### src/sv/pps_lock_detector_core_defines.svh
// Assertion macros used by the lock detector core.
`ifndef PPS_LOCK_DETECTOR_CORE_DEFINES_SVH
`define PPS_LOCK_DETECTOR_CORE_DEFINES_SVH
`ifndef SYNTHESIS
`define PLD_ASSERT_IMPL(label, ante, cons) \
  label: assert property (@(posedge clk_i) disable iff (!rst_ni) (ante) |-> (cons)) \
    else $error("assertion failed");
`define PLD_ASSERT_NEXT(label, ante, cons) \
  label: assert property (@(posedge clk_i) disable iff (!rst_ni) (ante) |=> (cons)) \
    else $error("assertion failed");
`else
`define PLD_ASSERT_IMPL(label, ante, cons)
`define PLD_ASSERT_NEXT(label, ante, cons)
`endif
`endif

### src/sv/pld_pkg.sv
// Types and constants of the lock detector.
package pld_pkg;

  localparam int RING_DEPTH = 10;
  localparam int IDX_W      = $clog2(RING_DEPTH);
  localparam int CNT_W      = $clog2(RING_DEPTH + 1);
  localparam int SUM_W      = 16 + $clog2(RING_DEPTH);
  localparam int PADDR_W    = 5;
  localparam int OUT_W      = 56;

  localparam logic [15:0] DEFAULT_PERIOD       = 16'd1000;
  localparam logic [15:0] MIN_PERIOD_RST       = 16'd100;
  localparam logic [15:0] MAX_PERIOD_RST       = 16'd5000;
  localparam logic [15:0] JITTER_LIMIT_RST     = 16'd10;
  localparam logic [15:0] SYNC_TIMEOUT_RST     = 16'd5000;
  localparam logic [15:0] HOLDOVER_TIMEOUT_RST = 16'd17500;

  localparam logic KIND_PULSE = 1'b0;

  typedef enum logic [2:0] {
    REG_MIN_PERIOD       = 3'd0,
    REG_MAX_PERIOD       = 3'd1,
    REG_JITTER_LIMIT     = 3'd2,
    REG_SYNC_TIMEOUT     = 3'd3,
    REG_HOLDOVER_TIMEOUT = 3'd4
  } reg_idx_e;

  typedef enum logic [1:0] {
    STAGE_SEARCH = 2'd0,
    STAGE_CHECK  = 2'd1,
    STAGE_LOCK   = 2'd2
  } stage_e;

  typedef enum logic [1:0] {
    ST_IDLE,
    ST_WALK,
    ST_DIV,
    ST_DONE
  } fsm_e;

  typedef struct packed {
    logic             en;
    logic [IDX_W-1:0] addr;
  } rd_req_t;

  typedef struct packed {
    logic             done;
    logic [SUM_W-1:0] abs_sum;
    logic [SUM_W-1:0] tot_sum;
  } walk_res_t;

  typedef struct packed {
    logic             done;
    logic [SUM_W-1:0] jitter;
    logic [15:0]      mean;
  } div_res_t;

endpackage

### src/sv/pps_lock_detector_core.sv
// Lock detector for a pulse-per-second reference: control, state and ring memory.
//
// The input stream carries one event per word: tuser holds the kind (pulse or
// timeout check) and tdata the 32-bit millisecond time. Each event gives exactly
// one result word on the output stream with the stage, the accept flag, the
// saturated interval, the mean interval difference and the held period.
// Registers are set through the APB port; pready is always high.
// An event that needs no ring walk (a check, a rejected pulse or a pulse taken
// while searching that does not fill the ring) passes through the done state
// into the output register, and the input is ready again as the result is loaded.
// An accepted pulse that fills the ring while searching or comes while checking
// or locked walks the whole interval ring through the memory read port, one
// entry a cycle, then runs two divider stages; its result then passes through
// the done state into the output register, and the next word is taken when the
// result is loaded. The walk uses the single read port of the ring memory.
// The input is taken again once the result sits in the output register, so the
// next event is worked on while an earlier result waits. If the receiver stalls,
// the finished result of the following event waits inside until the register frees.
// Reset loads the register defaults, empties the ring (all entries read as zero)
// and sets the stage to searching with the default period of 1000 ms.
`include "pps_lock_detector_core_defines.svh"
module pps_lock_detector_core (
  input  logic                        clk_i,
  input  logic                        rst_ni,
  input  logic                        s_axis_tvalid,
  output logic                        s_axis_tready,
  input  logic [31:0]                 s_axis_tdata,  // [31:0] time_now
  input  logic [0:0]                  s_axis_tuser,  // [0] kind
  output logic                        m_axis_tvalid,
  input  logic                        m_axis_tready,
  // [1:0] stage, [2] accepted, [18:3] last_interval, [34:19] jitter_mean,
  // [50:35] avg_period, [51] period_valid, [55:52] zero
  output logic [pld_pkg::OUT_W-1:0]   m_axis_tdata,
  input  logic                        psel,
  input  logic                        penable,
  input  logic                        pwrite,
  input  logic [pld_pkg::PADDR_W-1:0] paddr,
  input  logic [31:0]                 pwdata,
  output logic [31:0]                 prdata,
  output logic                        pready
);
  import pld_pkg::*;

  fsm_e             state_q, state_d;
  stage_e           stage_q, stage_d, stage_wr;
  logic [IDX_W-1:0] pos_q, pos_d, pos_wrap;
  logic [31:0]      prev_time_q, prev_time_d;
  logic [15:0]      held_q, held_d;
  logic             held_valid_q, held_valid_d;
  logic [15:0]      jitter_q, jitter_d;
  logic             acc_q, acc_d;
  logic [15:0]      shown_q, shown_d;
  logic             out_valid_q, out_valid_d;
  logic [OUT_W-1:0] out_data_q, out_data_d;
  logic [RING_DEPTH-1:0] ring_vld_q;
  logic             rd_vld_q;

  logic [15:0] min_period_q, max_period_q, jitter_limit_q, sync_timeout_q, holdover_timeout_q;

  logic        in_fire, is_pulse, in_range, pos_last, ram_we, walk_start, out_free, lock_now;
  logic [31:0] elapsed;
  logic [15:0] ram_q, rd_data;
  logic        cfg_we;
  reg_idx_e    cfg_idx;
  rd_req_t     rd_req;
  walk_res_t   walk_res;
  div_res_t    div_res;

  // Configuration port.
  assign pready  = 1'b1;
  assign cfg_we  = psel && penable && pwrite;
  assign cfg_idx = reg_idx_e'(paddr[PADDR_W-1:2]);

  always_ff @(posedge clk_i or negedge rst_ni) begin
    if (!rst_ni) begin
      min_period_q       <= MIN_PERIOD_RST;
      max_period_q       <= MAX_PERIOD_RST;
      jitter_limit_q     <= JITTER_LIMIT_RST;
      sync_timeout_q     <= SYNC_TIMEOUT_RST;
      holdover_timeout_q <= HOLDOVER_TIMEOUT_RST;
    end else if (cfg_we) begin
      unique case (cfg_idx)
        REG_MIN_PERIOD:       min_period_q       <= pwdata[15:0];
        REG_MAX_PERIOD:       max_period_q       <= pwdata[15:0];
        REG_JITTER_LIMIT:     jitter_limit_q     <= pwdata[15:0];
        REG_SYNC_TIMEOUT:     sync_timeout_q     <= pwdata[15:0];
        REG_HOLDOVER_TIMEOUT: holdover_timeout_q <= pwdata[15:0];
        default: ;
      endcase
    end
  end

  always_comb begin
    unique case (cfg_idx)
      REG_MIN_PERIOD:       prdata = {16'h0000, min_period_q};
      REG_MAX_PERIOD:       prdata = {16'h0000, max_period_q};
      REG_JITTER_LIMIT:     prdata = {16'h0000, jitter_limit_q};
      REG_SYNC_TIMEOUT:     prdata = {16'h0000, sync_timeout_q};
      REG_HOLDOVER_TIMEOUT: prdata = {16'h0000, holdover_timeout_q};
      default:              prdata = '0;
    endcase
  end

  // Event decode.
  assign s_axis_tready = (state_q == ST_IDLE);
  assign in_fire       = s_axis_tvalid && s_axis_tready;
  assign is_pulse      = in_fire && (s_axis_tuser[0] == KIND_PULSE);
  assign elapsed       = s_axis_tdata - prev_time_q;
  assign in_range      = (elapsed >= {16'h0000, min_period_q}) &&
                         (elapsed <= {16'h0000, max_period_q});
  assign pos_last      = (pos_q == IDX_W'(RING_DEPTH - 1));
  assign pos_wrap      = pos_last ? '0 : pos_q + 1'b1;
  assign stage_wr      = (stage_q == STAGE_SEARCH && pos_last) ? STAGE_CHECK : stage_q;
  assign ram_we        = is_pulse && in_range;
  assign walk_start    = ram_we && (stage_wr != STAGE_SEARCH);
  assign out_free      = !out_valid_q || m_axis_tready;

  // Ring memory; an entry never written reads as zero.
  pld_ram #(
    .WIDTH (16),
    .DEPTH (RING_DEPTH)
  ) u_ring (
    .clk_i   (clk_i),
    .we_i    (ram_we),
    .waddr_i (pos_q),
    .wdata_i (elapsed[15:0]),
    .re_i    (rd_req.en),
    .raddr_i (rd_req.addr),
    .rdata_o (ram_q)
  );

  assign rd_data = rd_vld_q ? ram_q : '0;

  pld_walk u_walk (
    .clk_i       (clk_i),
    .rst_ni      (rst_ni),
    .start_i     (walk_start),
    .start_idx_i (pos_wrap),
    .rd_data_i   (rd_data),
    .rd_req_o    (rd_req),
    .res_o       (walk_res)
  );

  pld_div u_div (
    .clk_i     (clk_i),
    .rst_ni    (rst_ni),
    .start_i   (walk_res.done),
    .abs_sum_i (walk_res.abs_sum),
    .tot_sum_i (walk_res.tot_sum),
    .res_o     (div_res)
  );

  // Next state.
  always_comb begin
    state_d = state_q;
    unique case (state_q)
      ST_IDLE: if (in_fire) state_d = walk_start ? ST_WALK : ST_DONE;
      ST_WALK: if (walk_res.done) state_d = ST_DIV;
      ST_DIV:  if (div_res.done) state_d = ST_DONE;
      ST_DONE: if (out_free) state_d = ST_IDLE;
    endcase
  end

  // The mean difference never exceeds 65535, so its low half is the saturated value.
  assign lock_now = (stage_q == STAGE_LOCK) ||
                    (stage_q == STAGE_CHECK && div_res.jitter <= SUM_W'(jitter_limit_q));

  // State updates and result register.
  always_comb begin
    stage_d      = stage_q;
    pos_d        = pos_q;
    prev_time_d  = prev_time_q;
    held_d       = held_q;
    held_valid_d = held_valid_q;
    jitter_d     = jitter_q;
    acc_d        = acc_q;
    shown_d      = shown_q;
    out_valid_d  = out_valid_q && !m_axis_tready;
    out_data_d   = out_data_q;
    unique case (state_q)
      ST_IDLE: begin
        if (in_fire) begin
          acc_d   = 1'b0;
          shown_d = '0;
          if (is_pulse) begin
            prev_time_d = s_axis_tdata;
            shown_d     = (elapsed[31:16] != '0) ? 16'hFFFF : elapsed[15:0];
            if (in_range) begin
              acc_d   = 1'b1;
              pos_d   = pos_wrap;
              stage_d = stage_wr;
            end else begin
              pos_d = '0;
            end
          end else begin
            if (elapsed > {16'h0000, sync_timeout_q}) begin
              stage_d = STAGE_SEARCH;
            end
            if (elapsed > {16'h0000, holdover_timeout_q}) begin
              held_d       = DEFAULT_PERIOD;
              held_valid_d = 1'b0;
            end
          end
        end
      end
      ST_WALK: ;
      ST_DIV: begin
        if (div_res.done) begin
          if (stage_q == STAGE_CHECK) begin
            jitter_d = div_res.jitter[15:0];
          end
          if (lock_now) begin
            stage_d      = STAGE_LOCK;
            held_d       = div_res.mean;
            held_valid_d = 1'b1;
          end
        end
      end
      ST_DONE: begin
        if (out_free) begin
          out_valid_d = 1'b1;
          out_data_d  = {4'h0, held_valid_q, held_q, jitter_q, shown_q, acc_q, stage_q};
        end
      end
    endcase
  end

  always_ff @(posedge clk_i or negedge rst_ni) begin
    if (!rst_ni) begin
      state_q      <= ST_IDLE;
      stage_q      <= STAGE_SEARCH;
      pos_q        <= '0;
      prev_time_q  <= '0;
      held_q       <= DEFAULT_PERIOD;
      held_valid_q <= 1'b0;
      jitter_q     <= '0;
      out_valid_q  <= 1'b0;
      ring_vld_q   <= '0;
      rd_vld_q     <= 1'b0;
    end else begin
      state_q      <= state_d;
      stage_q      <= stage_d;
      pos_q        <= pos_d;
      prev_time_q  <= prev_time_d;
      held_q       <= held_d;
      held_valid_q <= held_valid_d;
      jitter_q     <= jitter_d;
      out_valid_q  <= out_valid_d;
      if (ram_we) begin
        ring_vld_q[pos_q] <= 1'b1;
      end
      if (rd_req.en) begin
        rd_vld_q <= ring_vld_q[rd_req.addr];
      end
    end
  end

  always_ff @(posedge clk_i) begin
    acc_q      <= acc_d;
    shown_q    <= shown_d;
    out_data_q <= out_data_d;
  end

  assign m_axis_tvalid = out_valid_q;
  assign m_axis_tdata  = out_data_q;

  `PLD_ASSERT_IMPL(a_div_done_in_div, div_res.done, state_q == ST_DIV)
  `PLD_ASSERT_IMPL(a_no_write_during_walk, ram_we, !rd_req.en)
  `PLD_ASSERT_IMPL(a_held_valid_on_lock, $rose(held_valid_q), stage_q == STAGE_LOCK)

endmodule

### src/sv/pld_ram.sv
// Generic single-port-write, single-port-read RAM with registered read data.
module pld_ram #(
  parameter  int WIDTH = 16,
  parameter  int DEPTH = 16,
  localparam int AW    = $clog2(DEPTH)
) (
  input  logic             clk_i,
  input  logic             we_i,
  input  logic [AW-1:0]    waddr_i,
  input  logic [WIDTH-1:0] wdata_i,
  input  logic             re_i,
  input  logic [AW-1:0]    raddr_i,
  output logic [WIDTH-1:0] rdata_o
);

  logic [WIDTH-1:0] mem_q [DEPTH];
  logic [WIDTH-1:0] rdata_q;

  always_ff @(posedge clk_i) begin
    if (we_i) begin
      mem_q[waddr_i] <= wdata_i;
    end
    if (re_i) begin
      rdata_q <= mem_q[raddr_i];
    end
  end

  assign rdata_o = rdata_q;

endmodule

### src/sv/pld_walk.sv
// Ring walker: reads every ring entry from the oldest on and sums entries and differences.
module pld_walk (
  input  logic                       clk_i,
  input  logic                       rst_ni,
  input  logic                       start_i,
  input  logic [pld_pkg::IDX_W-1:0]  start_idx_i,
  input  logic [15:0]                rd_data_i,
  output pld_pkg::rd_req_t           rd_req_o,
  output pld_pkg::walk_res_t         res_o
);
  import pld_pkg::*;

  logic [IDX_W-1:0] addr_q, addr_d;
  logic [CNT_W-1:0] left_q, left_d;
  logic             dv_q, dv_d;
  logic             last_q, last_d;
  logic             first_q, first_d;
  logic             done_q, done_d;
  logic [15:0]      prev_q, prev_d;
  logic [SUM_W-1:0] abs_q, abs_d;
  logic [SUM_W-1:0] tot_q, tot_d;
  logic             issue;
  logic [15:0]      diff;

  assign issue = (left_q != '0);
  assign diff  = (rd_data_i >= prev_q) ? (rd_data_i - prev_q) : (prev_q - rd_data_i);

  always_comb begin
    addr_d  = addr_q;
    left_d  = left_q;
    first_d = first_q;
    prev_d  = prev_q;
    abs_d   = abs_q;
    tot_d   = tot_q;
    dv_d    = issue;
    last_d  = issue && (left_q == CNT_W'(1));
    done_d  = dv_q && last_q;
    if (start_i) begin
      addr_d  = start_idx_i;
      left_d  = CNT_W'(RING_DEPTH);
      first_d = 1'b1;
      abs_d   = '0;
      tot_d   = '0;
    end else begin
      if (issue) begin
        addr_d = (addr_q == IDX_W'(RING_DEPTH - 1)) ? '0 : addr_q + 1'b1;
        left_d = left_q - 1'b1;
      end
      if (dv_q) begin
        tot_d   = tot_q + SUM_W'(rd_data_i);
        abs_d   = first_q ? abs_q : abs_q + SUM_W'(diff);
        prev_d  = rd_data_i;
        first_d = 1'b0;
      end
    end
  end

  always_ff @(posedge clk_i or negedge rst_ni) begin
    if (!rst_ni) begin
      left_q  <= '0;
      dv_q    <= 1'b0;
      last_q  <= 1'b0;
      first_q <= 1'b0;
      done_q  <= 1'b0;
    end else begin
      left_q  <= left_d;
      dv_q    <= dv_d;
      last_q  <= last_d;
      first_q <= first_d;
      done_q  <= done_d;
    end
  end

  always_ff @(posedge clk_i) begin
    addr_q <= addr_d;
    prev_q <= prev_d;
    abs_q  <= abs_d;
    tot_q  <= tot_d;
  end

  assign rd_req_o.en    = issue;
  assign rd_req_o.addr  = addr_q;
  assign res_o.done     = done_q;
  assign res_o.abs_sum  = abs_q;
  assign res_o.tot_sum  = tot_q;

endmodule

### src/sv/pld_div.sv
// Two-stage constant dividers for the mean difference and the ring mean.
module pld_div (
  input  logic                      clk_i,
  input  logic                      rst_ni,
  input  logic                      start_i,
  input  logic [pld_pkg::SUM_W-1:0] abs_sum_i,
  input  logic [pld_pkg::SUM_W-1:0] tot_sum_i,
  output pld_pkg::div_res_t         res_o
);
  import pld_pkg::*;

  localparam int PROD_W = 2 * SUM_W;
  localparam logic [SUM_W-1:0] DIV_J = SUM_W'(RING_DEPTH - 1);
  localparam logic [SUM_W-1:0] DIV_M = SUM_W'(RING_DEPTH);
  localparam logic [SUM_W-1:0] RCP_J = SUM_W'((2 ** SUM_W) / (RING_DEPTH - 1));
  localparam logic [SUM_W-1:0] RCP_M = SUM_W'((2 ** SUM_W) / RING_DEPTH);

  logic              v1_q, v2_q;
  logic [SUM_W-1:0]  abs1_q, tot1_q;
  logic [PROD_W-1:0] pj_q, pm_q;
  logic [SUM_W-1:0]  qj0, qm0, rj, rm, qj, qm;
  logic [SUM_W-1:0]  jit_q;
  logic [15:0]       mean_q;

  // The reciprocal estimate is low by at most one; one compare corrects it.
  always_comb begin
    qj0 = pj_q[PROD_W-1:SUM_W];
    qm0 = pm_q[PROD_W-1:SUM_W];
    rj  = abs1_q - SUM_W'(qj0 * DIV_J);
    rm  = tot1_q - SUM_W'(qm0 * DIV_M);
    qj  = (rj >= DIV_J) ? qj0 + 1'b1 : qj0;
    qm  = (rm >= DIV_M) ? qm0 + 1'b1 : qm0;
  end

  always_ff @(posedge clk_i or negedge rst_ni) begin
    if (!rst_ni) begin
      v1_q <= 1'b0;
      v2_q <= 1'b0;
    end else begin
      v1_q <= start_i;
      v2_q <= v1_q;
    end
  end

  always_ff @(posedge clk_i) begin
    abs1_q <= abs_sum_i;
    tot1_q <= tot_sum_i;
    pj_q   <= PROD_W'(abs_sum_i) * PROD_W'(RCP_J);
    pm_q   <= PROD_W'(tot_sum_i) * PROD_W'(RCP_M);
    jit_q  <= qj;
    mean_q <= qm[15:0];
  end

  assign res_o.done   = v2_q;
  assign res_o.jitter = jit_q;
  assign res_o.mean   = mean_q;

endmodule

### config.mk
export PLATFORM = sky130hd
export DESIGN_NAME = pps_lock_detector_core
export DESIGN_NICKNAME = d
export VERILOG_FILES = /design/src/sv/pld_pkg.sv /design/src/sv/pps_lock_detector_core.sv /design/src/sv/pld_ram.sv /design/src/sv/pld_walk.sv /design/src/sv/pld_div.sv
export VERILOG_INCLUDE_DIRS = /design/src /design/src/sv
export SDC_FILE = /design/constraint.sdc
export NUM_CORES = 2
export LEC_CHECK = 0
export BUFFER_PORTS_ARGS = -buffer_cell sky130_fd_sc_hd__clkbuf_2
export CORE_ASPECT_RATIO = 1.5
export CORE_MARGIN = 2
export CORE_UTILIZATION = 35
export CTS_CLUSTER_SIZE = 10
export DETAILED_ROUTE_END_ITERATION = 8
export PLACE_DENSITY = 0.58
export SLEW_MARGIN = 20
export SYNTH_ARGS = -nofsm -noshare
export SYNTH_HDL_FRONTEND = slang
export SYNTH_HIERARCHICAL = 1
export SYNTH_SLANG_ARGS = --single-unit
### constraint.sdc
create_clock -name clk_i -period 9.1 [get_ports clk_i]
set_clock_uncertainty 0.15 [all_clocks]
set_input_delay 0.91 -clock clk_i [delete_from_list [all_inputs] [get_ports clk_i]]
set_output_delay 0.91 -clock clk_i [all_outputs]
set_load 0.02 [all_outputs]
==> flow_metrics.env <==
export IMPL_status="complete, no violations"
export IMPL_synth_top_family_by_area="adder cells"
export IMPL_viasPerCell=5.09
export IMPL_h_tree_depth=3
export IMPL_worstMarginPinSlew_ns=0.990
export IMPL_relSlewSlack=0.340
export IMPL_cpLargestDelayFamily="adder cells"
export IMPL_hold_path_cell_count=0
export IMPL_yosysMostFrequentCell="inv_1"
export IMPL_diodes=0
export IMPL_avgSynthCellArea_um2=10.4
export IMPL_area_delta_synth_final_pct=11.3
export IMPL_antenna_found_initial=1
export IMPL_clk_path_buf_depth=3
export IMPL_tns_ns=0
export IMPL_yosysUniqueCellTypes=106
export IMPL_synth_compound_area_frac=0.134
export IMPL_drv_slew=0
export IMPL_synth_top_area_frac=0.192
export IMPL_synthMuxAreaShare=0.0417
export IMPL_cp_start_kind="flop"
export IMPL_grt_overflow=0
export IMPL_gp_congestion=0.923
export IMPL_core_area_um2=118000
export IMPL_worst_path_stages=20
export IMPL_path_common_cell="fa_1"
export IMPL_numPlacedInstances=5625
export IMPL_worst_path_max_delay_cell="dfxtp_1"
export IMPL_yosysTopAreaCell="edfxtp_1"
export IMPL_final_area_um2=46100
export IMPL_drc=0
export IMPL_grt_usage=0.175
export IMPL_fin_cells=5751
export IMPL_via_count=29300
export IMPL_rsz0062_at_grt="no"
export IMPL_path_cells="ha_1 -> inv_1 -> fa_1 -> fa_1 -> inv_1 -> fa_1 -> fa_1 -> inv_1 -> fa_1 -> inv_1 -> ha_1 -> a21o_1 -> a21o_1 -> a21oi_1 -> o31ai_1 -> a31oi_1 -> o211ai_1 -> a221o_1 -> or4_1 -> nand3_1"
export IMPL_numPortBuffers=128
export IMPL_ys_seq_elements=587
export IMPL_cts_repair_resized=0
export IMPL_synth_seq_area_share=0.369
export IMPL_post_dp_hpwl_um=83500
export IMPL_cts_tree="done"
export IMPL_drive_gt1_frac=0.107
export IMPL_cp_required_ns=9.50
export IMPL_cts_sinks=587
export IMPL_synth_edf_count=265
export IMPL_synthArstFlopShare=0.298
export IMPL_synthTopCellsByArea="edfxtp_1 19%, ha_1 16%, fa_1 9.9%"
export IMPL_synth_common_cells="581 x inv_1, 528 x ha_1, 304 x nand2_1, 265 x edfxtp_1, 214 x o21ai_0"
export IMPL_root_buffer="clkbuf_16"
export IMPL_netlist_area_um2=41400
export IMPL_antenna_left=0
export IMPL_synth_ff_type="edfxtp_1"
export IMPL_io_pins=168
export IMPL_setup_viol=0
export IMPL_worst_hold_path_type="reg2reg"
export IMPL_fin_crit_ns=6.72
export IMPL_fin_crit_sh=0.738
export IMPL_path_max_fanout=7
export IMPL_postPlaceCellArea_um2=43900
export IMPL_grt_pass1_wl_um=165000
export IMPL_rows=154
export IMPL_max_cap_violations=0
export IMPL_crit_path_end_kind="flop"
export IMPL_final_nets=4951
export IMPL_synth_simple_area_share=0.0923
export IMPL_clk_pin_slew_ns=0.06
export IMPL_die_y_um=425
export IMPL_start_util=0.353
export IMPL_drt_iter0_drc=1698
export IMPL_cp_buffers_inverters=4
export IMPL_setup_worst_path_class="reg2reg"
export IMPL_hold_viol_final=0
export IMPL_grt_max_degree=97
export IMPL_reg2regPathDepth=20
export IMPL_critPathArrivalTime_ns=7.12
export IMPL_synth_xor_xnor_area_share=0.0340
export IMPL_ys_warn_count=6
export IMPL_postCtsSetupBuffers=0
export IMPL_wl_per_cell_um=18.5
export IMPL_insertion_delay_ns=0.63
export IMPL_die_x_um=285
export IMPL_cts_buffers_inserted=73
export IMPL_grt_pass1_vias=29500
export IMPL_fmax_ghz=0.149
export IMPL_die_area_um2=121000
export IMPL_firstDrtPassIters=6
export IMPL_slowest_delay_ns=0.58
export IMPL_synthAdderAreaFrac=0.259
export IMPL_ctsHoldBuffers=0
export IMPL_drt_total_wl_um=106000
export IMPL_synthCells=3997
sequential cells by signal, indices dropped and copies added, names as in the netlist, 18 cells and up:
signal and count:
u_walk/tot_q 20, u_div/jit_q 18, u_div/abs1_q 20, u_div/tot1_q 19, u_walk/abs_q 20, u_ring/mem_q 160, m_axis_tdata 52, prev_time_q 32
worst paths after layout:
check	from	end	slack [ns]
max in group asynchronous	rst_ni	jitter_q[7]	7.25
max reg2reg	u_walk/tot_q[6]	u_div/pm_q[36]	2.38
min	u_div/v1_q	u_div/v2_q	0.21
min reg2reg	u_div/v1_q	u_div/v2_q	0.21
max	u_walk/tot_q[6]	u_div/pm_q[36]	2.38
min in group asynchronous	rst_ni	sync_timeout_q[0]	0.25
logic make-up (layout without fill, tap and decap cells):
| logic type | Yosys count | count (layout) |
|---|---|---|
| flops | 587 | 587 |
| xor+xnor | 161 | 161 |
| compound gates | 845 | 845 |
| fa+ha+maj | 734 | 734 |
| other cells | 3 | 23 |
| buf+inv | 710 | 884 |
| simple gates | 798 | 798 |
| mux | 159 | 159 |
routing by layer:
layer,routed length (um),vias up,track usage
li1,-,14200,-
met1,43300,14200,0.205
met2,54500,670,0.322
met3,4300,185,0.0211
met4,4160,0,0.0680
met5,0,-,0
metrics by stage:
stage | setup WS [ns] | utilization | hold slack, ns
after global routing | 2.02 | 0.393 | 0.227
after global placement | 2.42 | 0.373 | 0.184
after CTS | 2.35 | 0.393 | 0.213
after detailed placement | 2.44 | 0.373 | 0.198
final | 2.38 | 0.393 | 0.212
after floorplan | 2.82 | - | 0.181
cell usage in the layout, fill, tap and decap left out, drive strengths merged, types with 26 or more instances in the layout:
cell type  count
inv          583
ha           528
nand2        304
edfxtp       265
clkbuf       240
o21ai        229
fa           206
a21oi        195
nor2         169
dfrtp        148
dfxtp        147
xnor2        102
a21o          96
mux2          89
mux2i         68
xor2          59
nor3          58
buf           48
nand4         48
nand3         39
o31ai         32
a31oi         31
o21a          29
dfstp         27
and2          26
final cells by class:
cell class	instances	area [um2]
tap	1560	1950
inverter	582	2180
timing repair buffer	176	1010
fill	11500	71400
multi-input combinational	2720	23400
clock inverter	14	228
sequential	587	15300
clock buffer	112	2060
Power is left out: the tool's default activity adds up to more than one toggle a clock period on the data nets, which glitch-free logic cannot reach.
